<file path="src/wgm_pkg.sv">
package wgm_pkg;

  // Pattern capacity and derived widths
  localparam int unsigned PATTERN_MAX = 32;
  localparam int unsigned NPOS        = PATTERN_MAX + 1;
  localparam int unsigned LEN_W       = $clog2(PATTERN_MAX + 1);
  localparam int unsigned IDX_W       = (PATTERN_MAX > 1) ? $clog2(PATTERN_MAX) : 1;
  localparam int unsigned LVLS        = $clog2(NPOS);

  // Wildcard characters
  localparam logic [7:0] SYM_ANY_ONE = 8'h3F;  // '?'
  localparam logic [7:0] SYM_ANY_RUN = 8'h2A;  // '*'

  // Command codes carried on tuser
  typedef enum logic [1:0] {
    CMD_CLEAR  = 2'd0,
    CMD_APPEND = 2'd1,
    CMD_NAME   = 2'd2
  } cmd_e;

  // One transaction presented to the processing logic
  typedef struct packed {
    logic       fire;
    cmd_e       cmd;
    logic [7:0] sym;
    logic       last;
  } wgm_op_t;

  // Current view of the stored pattern
  typedef struct packed {
    logic [PATTERN_MAX-1:0][7:0] bytes;
    logic [PATTERN_MAX-1:0]      star;
    logic [PATTERN_MAX-1:0]      any;
    logic [PATTERN_MAX-1:0]      live;
    logic [LEN_W-1:0]            len;
    logic                        ovf;
  } wgm_pat_t;

  // Star closure as a parallel prefix: a position reaches every later one
  // across an unbroken run of star positions. prop[i] allows i -> i+1.
  function automatic logic [NPOS-1:0] close_stars(input logic [NPOS-1:0]        set,
                                                  input logic [PATTERN_MAX-1:0] prop);
    logic [NPOS-1:0] g;
    logic [NPOS-1:0] p;
    g = set;
    p = {prop, 1'b0};
    for (int l = 0; l < LVLS; l++) begin
      g = g | (p & (g << (1 << l)));
      p = p & (p << (1 << l));
    end
    return g;
  endfunction

endpackage

</file>
<file path="src/wgm_pattern.sv">
module wgm_pattern (
  input  logic                                  clk_i,
  input  logic                                  rst_ni,
  input  wgm_pkg::wgm_op_t                      op_i,
  output wgm_pkg::wgm_pat_t                     pat_o,
  output logic [wgm_pkg::PATTERN_MAX-1:0]       restart_prop_o
);

  logic [wgm_pkg::PATTERN_MAX-1:0][7:0] bytes_q;
  logic [wgm_pkg::PATTERN_MAX-1:0]      star_q;
  logic [wgm_pkg::PATTERN_MAX-1:0]      any_q;
  logic [wgm_pkg::LEN_W-1:0]            len_q, len_d;
  logic                                 ovf_q, ovf_d;
  logic                                 wr_en;
  logic [wgm_pkg::IDX_W-1:0]            wr_idx;
  logic                                 full;
  logic                                 sym_star;
  logic [wgm_pkg::PATTERN_MAX-1:0]      live_q, live_d;

  assign full     = (len_q >= wgm_pkg::LEN_W'(wgm_pkg::PATTERN_MAX));
  assign wr_idx   = len_q[wgm_pkg::IDX_W-1:0];
  assign sym_star = (op_i.sym == wgm_pkg::SYM_ANY_RUN);
  assign wr_en    = op_i.fire && (op_i.cmd == wgm_pkg::CMD_APPEND) && !full;

  // Length and overflow bookkeeping
  always_comb begin
    len_d = len_q;
    ovf_d = ovf_q;
    if (op_i.fire) begin
      case (op_i.cmd)
        wgm_pkg::CMD_CLEAR: begin
          len_d = '0;
          ovf_d = 1'b0;
        end
        wgm_pkg::CMD_APPEND: begin
          if (full) begin
            ovf_d = 1'b1;
          end else begin
            len_d = len_q + wgm_pkg::LEN_W'(1);
          end
        end
        default: begin
        end
      endcase
    end
  end

  always_ff @(posedge clk_i or negedge rst_ni) begin
    if (!rst_ni) begin
      len_q <= '0;
      ovf_q <= 1'b0;
    end else begin
      len_q <= len_d;
      ovf_q <= ovf_d;
    end
  end

  // Pattern storage, classified on write
  always_ff @(posedge clk_i) begin
    if (wr_en) begin
      bytes_q[wr_idx] <= op_i.sym;
      star_q[wr_idx]  <= sym_star;
      any_q[wr_idx]   <= (op_i.sym == wgm_pkg::SYM_ANY_ONE);
    end
  end

  // Occupied positions, now and after this transaction
  always_comb begin
    for (int i = 0; i < wgm_pkg::PATTERN_MAX; i++) begin
      live_q[i] = (wgm_pkg::LEN_W'(i) < len_q);
      live_d[i] = (wgm_pkg::LEN_W'(i) < len_d);
    end
  end

  // Star propagation for the restart closure, including a byte written now
  always_comb begin
    for (int i = 0; i < wgm_pkg::PATTERN_MAX; i++) begin
      if (wr_en && (wr_idx == wgm_pkg::IDX_W'(i))) begin
        restart_prop_o[i] = live_d[i] & sym_star;
      end else begin
        restart_prop_o[i] = live_d[i] & star_q[i];
      end
    end
  end

  assign pat_o.bytes = bytes_q;
  assign pat_o.star  = star_q;
  assign pat_o.any   = any_q;
  assign pat_o.live  = live_q;
  assign pat_o.len   = len_q;
  assign pat_o.ovf   = ovf_q;

endmodule

</file>
<file path="src/wgm_match.sv">
module wgm_match (
  input  logic                            clk_i,
  input  logic                            rst_ni,
  input  wgm_pkg::wgm_op_t                op_i,
  input  wgm_pkg::wgm_pat_t               pat_i,
  input  logic [wgm_pkg::PATTERN_MAX-1:0] restart_prop_i,
  output logic                            hit_o
);

  logic [wgm_pkg::NPOS-1:0]        active_q, active_d;
  logic [wgm_pkg::NPOS-1:0]        step_set;
  logic [wgm_pkg::NPOS-1:0]        step_closed;
  logic [wgm_pkg::NPOS-1:0]        start_closed;
  logic [wgm_pkg::PATTERN_MAX-1:0] cur_prop;

  assign cur_prop = pat_i.star & pat_i.live;

  // Advance every active position by the name byte
  always_comb begin
    step_set = '0;
    for (int i = 0; i < wgm_pkg::PATTERN_MAX; i++) begin
      if (active_q[i] && pat_i.live[i]) begin
        if (pat_i.star[i]) begin
          step_set[i] = 1'b1;
        end else if (pat_i.any[i] || (pat_i.bytes[i] == op_i.sym)) begin
          step_set[i+1] = 1'b1;
        end
      end
    end
  end

  assign step_closed  = wgm_pkg::close_stars(step_set, cur_prop);
  assign start_closed = wgm_pkg::close_stars(wgm_pkg::NPOS'(1), restart_prop_i);

  // Match when the end of the pattern is reachable
  assign hit_o = (pat_i.len == '0) || step_closed[pat_i.len];

  always_comb begin
    active_d = active_q;
    if (op_i.fire) begin
      case (op_i.cmd)
        wgm_pkg::CMD_CLEAR,
        wgm_pkg::CMD_APPEND: begin
          active_d = start_closed;
        end
        wgm_pkg::CMD_NAME: begin
          active_d = op_i.last ? start_closed : step_closed;
        end
        default: begin
        end
      endcase
    end
  end

  always_ff @(posedge clk_i or negedge rst_ni) begin
    if (!rst_ni) begin
      active_q <= wgm_pkg::NPOS'(1);
    end else begin
      active_q <= active_d;
    end
  end

endmodule

</file>
<file path="src/wildcard_glob_matcher_core.sv">
// Path: a name byte marked last gives its result via the input register and the
// result register. Throughput: one transaction per cycle unless a last name byte
// meets a blocked result slot; the star closure over all pattern positions is a
// parallel prefix, so no step iterates.
// Reset (rst_ni, async, active low): empty pattern, overflow clear, no result
// pending; pattern bytes themselves are not cleared.
module wildcard_glob_matcher_core (
  input  logic       clk_i,
  input  logic       rst_ni,
  input  logic       s_axis_tvalid,
  output logic       s_axis_tready,
  input  logic [7:0] s_axis_tdata,   // [7:0] symbol
  input  logic [1:0] s_axis_tuser,   // [1:0] command
  input  logic       s_axis_tlast,
  output logic       m_axis_tvalid,
  input  logic       m_axis_tready,
  output logic [7:0] m_axis_tdata    // [0] matched, [1] pattern_overflow, [7:2] zero
);

  logic              in_vld_q;
  wgm_pkg::cmd_e     in_cmd_q;
  logic [7:0]        in_sym_q;
  logic              in_last_q;
  logic              out_vld_q;
  logic              out_hit_q;
  logic              out_ovf_q;
  logic              need_out;
  logic              stall;
  logic              fire;
  logic              hit;
  wgm_pkg::wgm_op_t  op;
  wgm_pkg::wgm_pat_t pat;
  logic [wgm_pkg::PATTERN_MAX-1:0] restart_prop;

  // Handshake: stall only when a result must go out and the slot is blocked
  assign need_out      = (in_cmd_q == wgm_pkg::CMD_NAME) && in_last_q;
  assign stall         = in_vld_q && need_out && out_vld_q && !m_axis_tready;
  assign fire          = in_vld_q && !stall;
  assign s_axis_tready = !stall;

  // Input register
  always_ff @(posedge clk_i or negedge rst_ni) begin
    if (!rst_ni) begin
      in_vld_q <= 1'b0;
    end else if (s_axis_tvalid && s_axis_tready) begin
      in_vld_q <= 1'b1;
    end else if (fire) begin
      in_vld_q <= 1'b0;
    end
  end

  always_ff @(posedge clk_i) begin
    if (s_axis_tvalid && s_axis_tready) begin
      in_cmd_q  <= wgm_pkg::cmd_e'(s_axis_tuser);
      in_sym_q  <= s_axis_tdata;
      in_last_q <= s_axis_tlast;
    end
  end

  assign op.fire = fire;
  assign op.cmd  = in_cmd_q;
  assign op.sym  = in_sym_q;
  assign op.last = in_last_q;

  wgm_pattern u_pattern (
    .clk_i          (clk_i),
    .rst_ni         (rst_ni),
    .op_i           (op),
    .pat_o          (pat),
    .restart_prop_o (restart_prop)
  );

  wgm_match u_match (
    .clk_i          (clk_i),
    .rst_ni         (rst_ni),
    .op_i           (op),
    .pat_i          (pat),
    .restart_prop_i (restart_prop),
    .hit_o          (hit)
  );

  // Result register
  always_ff @(posedge clk_i or negedge rst_ni) begin
    if (!rst_ni) begin
      out_vld_q <= 1'b0;
    end else if (fire && need_out) begin
      out_vld_q <= 1'b1;
    end else if (m_axis_tready) begin
      out_vld_q <= 1'b0;
    end
  end

  always_ff @(posedge clk_i) begin
    if (fire && need_out) begin
      out_hit_q <= hit;
      out_ovf_q <= pat.ovf;
    end
  end

  assign m_axis_tvalid = out_vld_q;
  assign m_axis_tdata  = {6'b0, out_ovf_q, out_hit_q};

`ifndef SYNTHESIS
  // A new result only follows a final name byte taken the cycle before
  assert property (@(posedge clk_i) disable iff (!rst_ni)
    $rose(out_vld_q) |-> $past(fire && need_out))
    else $error("result without a final name byte");

  // Stored length never exceeds capacity
  assert property (@(posedge clk_i) disable iff (!rst_ni)
    pat.len <= wgm_pkg::LEN_W'(wgm_pkg::PATTERN_MAX))
    else $error("pattern length beyond capacity");

  // Clear empties the pattern and drops the overflow flag
  assert property (@(posedge clk_i) disable iff (!rst_ni)
    (fire && (in_cmd_q == wgm_pkg::CMD_CLEAR)) |=> (pat.len == '0) && !pat.ovf)
    else $error("clear did not reset pattern state");
`endif

endmodule

</file>
<file path="config.mk">
export PLATFORM = sky130hd
export DESIGN_NAME = wildcard_glob_matcher_core
export DESIGN_NICKNAME = d
export VERILOG_FILES = /design/src/wgm_pkg.sv /design/src/wgm_pattern.sv /design/src/wgm_match.sv /design/src/wildcard_glob_matcher_core.sv
export SDC_FILE = /design/constraint.sdc
export NUM_CORES = 1
export LEC_CHECK = 0
export ABC_AREA = 1
export BUFFER_PORTS_ARGS = -buffer_cell sky130_fd_sc_hd__buf_2
export CAP_MARGIN = 20
export CORE_MARGIN = 10
export CORE_UTILIZATION = 45
export CTS_CLUSTER_DIAMETER = 60
export CTS_CLUSTER_SIZE = 30
export DETAILED_ROUTE_END_ITERATION = 10
export PLACE_DENSITY = 0.71
export SKIP_CTS_REPAIR_TIMING = 1
export SYNTH_ARGS = -nofsm -noshare
export SYNTH_HDL_FRONTEND = slang
export SYNTH_SLANG_ARGS = --single-unit
</file>
<file path="constraint.sdc">
create_clock -name clk_i -period 2.82 [get_ports clk_i]
set_input_delay 0.282 -clock clk_i [delete_from_list [all_inputs] [get_ports clk_i]]
set_output_delay 0.282 -clock clk_i [all_outputs]
set_load 0.01 [all_outputs]
</file>
==> results.cfg, run 1 <==
[yosys]
async_reset_ff_frac = 0.110
synth_edf_count = 333
postSynthAreaPerCell_sq_um = 8.99
synthFlopType = edfxtp_1
synth_area_leader_cell = edfxtp_1
synth-seq-area-share = 0.539
netlist.area_leader.share = 0.489
ys_seq_elements = 374
synth_area_leaders = edfxtp_1 (49%), nand2_1 (12%), xnor2_1 (8.3%)
yosysWarnings = 0
synth_cell_types = 56
syn_inst = 2276
syn_area_sq_mm = 0.0205

[global_route]
grt.total_usage = 0.230
grt_max_degree = 42
grt_use_met3 = 0.0238
grt_pass1_vias = 16700
met2_usage = 0.376
grt-busiest-layer = met2
met1_usage = 0.318
grt_first_pass_wirelength_mm = 96.4
antenna_found_initial = 0
gr-total-overflow = 0

[timing]
worst_slack_ns = -0.298
fin_skew_ns = 0.0365
fmax_mhz = 321
setup_violations = 24
hold_ws_ns = 0.226
fin_crit_ns = 3.12
grt_setup_unrepaired = yes
slew_viol_final = 0
finalHoldViolCount = 0
period_share = 1.11
tightest_slew_ns = 0.890
fin_tns_setup_ns = -2.68
relSlewSlack = 0.407

[layout]
stdcell_area_sq_mm = 0.0274
drive_gt1_frac = 0.310
diodes = 0
nNetsFinal = 2767
syn_to_final_growth_pct = 33.7
multi_input_area_sq_mm = 0.00900
fill_cells = 3696
final_util = 0.605
regArea_sq_mm = 0.0110

[detailed_routing]
drt-wirelength-per-cell_microns = 19.7
wl_mm = 66.3
vias = 17500
ant_nets = 0
via_per_inst = 5.18
dr.pass1.iters = 5
drt_iter0_markers = 1501
drc = 0

[floorplan]
io_pins = 25
num_rows = 78
die_height_microns = 233
die-area_sq_mm = 0.0544
start_util = 0.453
die_w_microns = 233
coreArea_sq_mm = 0.0452

[pwr]
power_uw = 13800
p_per_area_mw_per_mm2 = 506
irDropWorstVdd_mv = 0.631
leakagePower_uw = 0.0115

[place]
portBuffers = 18
dpl_cell_area_sq_mm = 0.0243
hpwl_mm = 48.1
gp_congestion = 1.01

[clocking]
cts_sinks = 374
clockBufferDepth = 3
clk_pin_slew_ns = 0.10
clk_latency_ns = 0.62
numCtsBuffers = 30
htree_num_levels = 1
clockRootBuffer = clkbuf_16
cts_tree = yes

[outcome]
status = complete, but fails checks
violations = negative setup slack

[critical_path]
cp_slowest_cell = edfxtp_1
end_kind = flip-flop
critPathMaxFanout = 7
crit_top_cell = nand2_1
max_stage_delay_ns = 0.45
cp.arrival_ns = 3.48
start_kind = flip-flop
crit_chain = buf_6 > buf_12 > buf_4 > xnor2_2 > nand2_1 > nor2_1 > nand2_1 > nand2_2 > nand2_1 > nand2_1 > inv_1 > nand2_2 > a21oi_4 > buf_4 > o21bai_1 > nand2_1 > nand3_2 > a31oi_4 > nor2_1 > a21oi_2 > nand2_1
critPathRequiredTime_ns = 3.18
critPathKind = flip-flop to flip-flop

[run]
max-cap-violations = 0

[min_path]
hold_path.class = input port to flip-flop
area by class of cell:
| cell class | instances | share of cell area |
|---|---|---|
| Timing Repair inverter | 1 | 0.000229 |
| Clock inverter | 24 | 0.0164 |
| Sequential cell | 374 | 0.403 |
| Inverter | 293 | 0.0414 |
| Timing Repair Buffer | 498 | 0.154 |
| Tap cell | 600 | 0.0274 |
| Clock buffer | 31 | 0.0284 |
| Multi-Input combinational cell | 1549 | 0.329 |
sequential cells by signal, summed over array words and instances (netlist names), 2 cells and up:
| name | cells |
|---|---|
| u_match.active_q | 32 |
| u_pattern.any_q | 32 |
| u_pattern.len_q | 6 |
| in_cmd_q | 2 |
| in_sym_q | 8 |
| u_pattern.pat_o | 256 |
| u_pattern.star_q | 32 |
critical path, delay by kind of cell, from the launching register on:
family | cells | cell delay [ns]
flops | 1 | 0.45
compound gates | 4 | 0.65
xor+xnor | 1 | 0.13
simple gates | 11 | 0.96
buf+inv | 5 | 0.64
power breakdown:
| group | switching (uW) | internal (uW) | total, uW | leakage [uW] |
|---|---|---|---|---|
| Combinational | 1590 | 1150 | 2740 | 0.00733 |
| Sequential | 90.3 | 6130 | 6220 | 0.00356 |
| Clock | 2580 | 2300 | 4880 | 0.000574 |
logic make-up after synthesis:
family                     Yosys count  synth area share
and+or+nand+nor                   1142             0.240
buffers and inverters              358            0.0708
AOI/OAI and AO/OA                  171            0.0508
xor gates and xnor gates           225            0.0963
adders and majority gates            5           0.00306
DFF                                374             0.539
other                                1          0.000183
layer usage:
metal  routed length (microns)  vias up
li1                          -     8277
met1                     28800     8467
met2                     31300      591
met3                      4000      120
met4                      2260        0
met5                         0        -
cell usage in the layout (no fill, tap or decap), types with 46 or more instances in the layout:
cell      count
inv_1       263
xnor2_1     190
nand3_1      94
edfxtp_1    333
nand2_2      82
nor2_1      191
nand2_1     546
nor2_2       47
buf_4       417
a21oi_1      46
synth_stat cells, types with 6 or more instances:
library cell and count:
nand2_1 627, edfxtp_1 333, inv_1 278, nor2_1 249
xnor2_1 194, nand3_1 115, a21oi_1 63, nor3_1 46
o21ai_0 46, dfrtp_1 40, xor2_1 31, buf_2 29
nand4_1 26, clkbuf_1 20, or2_2 17, buf_4 16
nor2_2 12, inv_2 11, nor2_4 11, a22oi_1 9
a2bb2oi_1 9, nand2_2 9, o21ai_1 8, nor3_2 6
worst paths after layout:
path	startpoint	to	slack (ns)	cells past startpoint
hold / removal	m_axis_tready	in_vld_q$_DFFE_PN0P_	0.23	6
hold reg to reg	u_pattern.ovf_q$_DFFE_PN0P_	out_ovf_q$_DFFE_PP_	0.46	0
setup / recovery	in_sym_q[0]$_DFFE_PP_	out_hit_q$_DFFE_PP_	-0.30	21
max in group asynchronous	rst_ni	u_match.active_q[0]$_DFFE_PN1P_	1.75	3
setup reg to reg	in_sym_q[0]$_DFFE_PP_	out_hit_q$_DFFE_PP_	-0.30	21
min in group asynchronous	rst_ni	u_match.active_q[5]$_DFFE_PN0P_	0.34	2
metrics by stage:
stage               worst slack (ns)  std cells
global route                  -0.398       3370
detailed placement            -0.537       3233
floorplan                    -0.0190       2281
CTS                           -0.582       3288
finish                        -0.298       3370
global placement              -0.522       3233
Power figures use the tool's default switching activity.
==> run 2, diff against run 1 <==
Settings changed: SETUP_SLACK_MARGIN set to 0.3.
==> results.cfg, run 2 (same netlist as run 1, synthesis figures left out) <==
[outcome]
status = complete, but fails checks
violations = negative setup slack

[global_route]
grt.total_usage = 0.232
grt_pass1_vias = 16500
antenna_found_initial = 1
gr-total-overflow = 0
grt_max_degree = 42
grt_first_pass_wirelength_mm = 97.3

[timing]
tightest_slew_ns = 0.793
worst_slack_ns = -0.264
fin_skew_ns = 0.0348
finalHoldViolCount = 0
fmax_mhz = 324
grt_setup_unrepaired = yes
period_share = 1.09
hold_ws_ns = 0.0000557
fin_crit_ns = 3.08
relSlewSlack = 0.471
slew_viol_final = 0
setup_violations = 26

[detailed_routing]
vias = 17300
drt-wirelength-per-cell_microns = 19.9
wl_mm = 66.2
ant_nets = 0
dr.pass1.iters = 5
drc = 0
via_per_inst = 5.20
drt_iter0_markers = 1458

[clocking]
cts_tree = yes
cts_sinks = 374
clockRootBuffer = clkbuf_16
clk_latency_ns = 0.61
clk_pin_slew_ns = 0.08
clockBufferDepth = 3
htree_num_levels = 1
numCtsBuffers = 29

[pwr]
leakagePower_uw = 0.0115
p_per_area_mw_per_mm2 = 498
irDropWorstVdd_mv = 0.515
power_uw = 13700

[layout]
layout_common_cells = nand2_1 (527), buf_4 (371), edfxtp_1 (333)
syn_to_final_growth_pct = 34.8
largest_reg_flops = 256
drive_gt1_frac = 0.335
instances_no_fill = 3334
final_util = 0.610
final_common_cell = nand2_1
nNetsFinal = 2732
fill_cells = 3674

[floorplan]
die_w_microns = 233
num_rows = 78
start_util = 0.453
die_height_microns = 233
coreArea_sq_mm = 0.0452
die-area_sq_mm = 0.0544
io_pins = 25

[critical_path]
reg2reg_depth = 20
cp.arrival_ns = 3.60
end_kind = flip-flop
critPathMaxFanout = 7
critPathRequiredTime_ns = 3.34
critPathKind = flip-flop to flip-flop
start_kind = flip-flop

[place]
portBuffers = 18
post-place-cells = 3205
hpwl_mm = 48.7
gp_congestion = 1.02
dp_slack_ns = -0.507

[min_path]
hold_path.class = input port to flip-flop
hold_depth = 4

[run]
max-cap-violations = 0
run 2: changes by cell type in the layout (fill, tap and decap cells not counted), moves of 10 or more:
cell	before	now
nand3_2	17	38
nand2_2	82	95
buf_4	417	371
or2_2	17	7
nand2_1	546	527
or2_4	0	10
nor2_2	47	59
buf_6	15	26
nand3_1	94	75
inv_1	263	252
nor2_1	191	177
run 2: cell type report:
class	instances	area, sq um	share of cell area
flip-flops and latches	374	11000	0.400
multi-input cells	1549	9470	0.343
repair buffers	464	4020	0.146
inverters	293	1150	0.0419
well taps	600	751	0.0272
clock buffers	29	726	0.0263
clock inverters	23	422	0.0153
repair inverters	1	6.26	0.000227
diodes	1	2.50	0.0000907
run 2: routing by layer:
layer / vias to the layer above / track usage / part of all wire
li1: 8184 / - / -
met1: 8451 / 0.318 / 0.43
met2: 588 / 0.386 / 0.47
met3: 107 / 0.0266 / 0.065
met4: 0 / 0.0594 / 0.030
met5: - / 0 / 0
run 2: metrics by stage:
step / area, sq um / setup TNS [ns]
2_1_floorplan: 20900 / 0
3_3_place_gp: 24300 / -5.48
3_5_place_dp: 24300 / -6.90
4_1_cts: 25500 / -7.48
5_1_grt: 27600 / -8.57
6_report: 27600 / -3.69
run 2: final timing paths:
| kind | from | end | slack (ns) |
|---|---|---|---|
| setup / recovery | in_cmd_q[1]$_DFFE_PP_ | u_match.active_q[8]$_DFFE_PN0P_ | -0.26 |
| hold / removal | m_axis_tready | m_axis_tvalid$_DFFE_PN0P_ | 0.00006 |
| setup reg to reg | in_cmd_q[1]$_DFFE_PP_ | u_match.active_q[8]$_DFFE_PN0P_ | -0.26 |
| hold reg to reg | u_pattern.ovf_q$_DFFE_PN0P_ | out_ovf_q$_DFFE_PP_ | 0.47 |
| max in group asynchronous | rst_ni | u_match.active_q[4]$_DFFE_PN0P_ | 1.83 |
| min in group asynchronous | rst_ni | u_match.active_q[24]$_DFFE_PN0P_ | 0.30 |
run 2: power breakdown:
part	switching [uW]	total, uW	leakage (uW)	internal (uW)
clock	2530	4690	0.000533	2160
sequential	93.8	6220	0.00356	6130
combinational	1650	2830	0.00737	1180
run 2: critical path: stages, from the launching register on:
cell and delay [ns]:
edfxtp_1 0.41, inv_2 0.10, nor2_4 0.05, nand3_4 0.07, nor2_4 0.05, nor2_4 0.21, nand2_4 0.12, nor2_4 0.21
nand2_4 0.11, buf_12 0.16, nor3_4 0.18, or2_4 0.17, nand3_4 0.12, nor3_4 0.31, buf_4 0.16, buf_6 0.09
inv_4 0.03, nor2_4 0.16, buf_12 0.13, a211oi_2 0.03, a21oi_1 0.12
==> run 3, diff against run 2 <==
Settings changed: GPL_TIMING_DRIVEN set to 0.
==> results.cfg, run 3 (same netlist as run 1, synthesis figures left out) <==
[layout]
diodes = 0
largest_reg_flops = 256
drive_gt1_frac = 0.282
final_common_cell = nand2_1
nNetsFinal = 2567
final_util = 0.584
stdcell_area_sq_mm = 0.0264
layout_common_cells = nand2_1 (517), edfxtp_1 (333), inv_1 (252)
syn_to_final_growth_pct = 29.1

[floorplan]
io_pins = 25
die-area_sq_mm = 0.0544
die_height_microns = 233
start_util = 0.453
num_rows = 78
coreArea_sq_mm = 0.0452
die_w_microns = 233

[outcome]
violations = negative setup slack
status = complete, but fails checks

[pwr]
p_per_area_mw_per_mm2 = 513
irDropWorstVdd_mv = 0.414
leakagePower_uw = 0.0106

[timing]
fin_crit_ns = 3.31
grt_setup_unrepaired = yes
tightest_slew_ns = 1.00
fin_skew_ns = 0.0547
slew_viol_final = 0
period_share = 1.17
finalHoldViolCount = 0
fmax_mhz = 302
relSlewSlack = 0.331
worst_slack_ns = -0.489
setup_violations = 31

[global_route]
antenna_found_initial = 0
grt.total_usage = 0.226
grt_pass1_vias = 15200
grt_max_degree = 42
gr-total-overflow = 0
grt_first_pass_wirelength_mm = 92.5

[detailed_routing]
via_per_inst = 5.47
drt-wirelength-per-cell_microns = 21.6
drt_iter0_markers = 1738
wl_mm = 68.4
dr.pass1.iters = 5
ant_nets = 0
vias = 17300
drc = 0

[critical_path]
cp.arrival_ns = 3.85
critPathMaxFanout = 6
start_kind = flip-flop
end_kind = flip-flop
critPathRequiredTime_ns = 3.36
critPathKind = flip-flop to flip-flop

[place]
hpwl_mm = 46.2
gp_congestion = 0.979
dpl_cell_area_sq_mm = 0.0220
portBuffers = 18

[clocking]
htree_num_levels = 1
clockBufferDepth = 3
clockRootBuffer = clkbuf_16
cts_sinks = 374
numCtsBuffers = 29
clk_pin_slew_ns = 0.09
clk_latency_ns = 0.63
cts_tree = yes

[min_path]
hold_path.class = input port to flip-flop

[run]
max-cap-violations = 0
run 3: worst paths after layout:
check / from / end / slack, ns / depth (start not counted)
setup / recovery: in_cmd_q[1]$_DFFE_PP_ / u_match.active_q[31]$_DFFE_PN0P_ / -0.49 / 19
hold / removal: m_axis_tready / m_axis_tvalid$_DFFE_PN0P_ / 0.02 / 4
setup reg to reg: in_cmd_q[1]$_DFFE_PP_ / u_match.active_q[31]$_DFFE_PN0P_ / -0.49 / 19
hold reg to reg: u_match.active_q[0]$_DFFE_PN1P_ / u_match.active_q[0]$_DFFE_PN1P_ / 0.48 / 2
max in group asynchronous: rst_ni / u_match.active_q[0]$_DFFE_PN1P_ / 2.13 / 3
min in group asynchronous: rst_ni / u_match.active_q[31]$_DFFE_PN0P_ / 0.11 / 2
run 3: layer usage:
layer	vias to the layer above	track usage	wire length, microns
met2	889	0.373	32200
met1	8351	0.297	27000
met3	224	0.0315	5580
li1	7879	-	-
met5	-	0	0
met4	0	0.0832	3660
run 3: final cells by class:
| class | count | area (sq um) |
|---|---|---|
| Fill cell | 3690 | 18800 |
| Sequential cell | 374 | 11000 |
| Multi-Input combinational cell | 1551 | 9520 |
| Timing Repair Buffer | 233 | 2100 |
| Inverter | 293 | 1180 |
| Tap cell | 600 | 751 |
| Clock buffer | 30 | 729 |
| Buffer | 65 | 709 |
| Clock inverter | 24 | 387 |
run 3: report_power, final:
group / switching, uW / internal, uW
clock network: 2510 / 2130
registers: 106 / 6130
logic: 1660 / 1020
run 3: critical path, stage by stage (launching register included):
cell and delay [ns]:
edfxtp_1 0.44, inv_2 0.10, nor2_4 0.05, nand3_4 0.07
nor2_4 0.04, nor2_4 0.20, nand2_8 0.10, nor2_4 0.30
nand2_8 0.13, buf_4 0.18, nor3_4 0.28, nand2_1 0.12
o21ai_2 0.10, o21ai_4 0.11, nor2_4 0.21, nand3_2 0.13
nor2_4 0.22, nand3_4 0.14, nor2_4 0.15, o21a_1 0.13
run 3: metrics by stage:
stage,hold WS [ns],setup WS [ns],TNS [ns],std cells,power [uW]
final,0.0175,-0.489,-10.45,3170,13600
after global routing,0.0505,-0.564,-13.39,3170,13900
after CTS,-0.449,-1.29,-40.01,2963,12800
after detailed placement,0.195,-1.25,-36.31,2909,8240
after global placement,0.460,-1.64,-90.19,2899,8180
after floorplan,-0.0136,0.0894,0,2281,7590
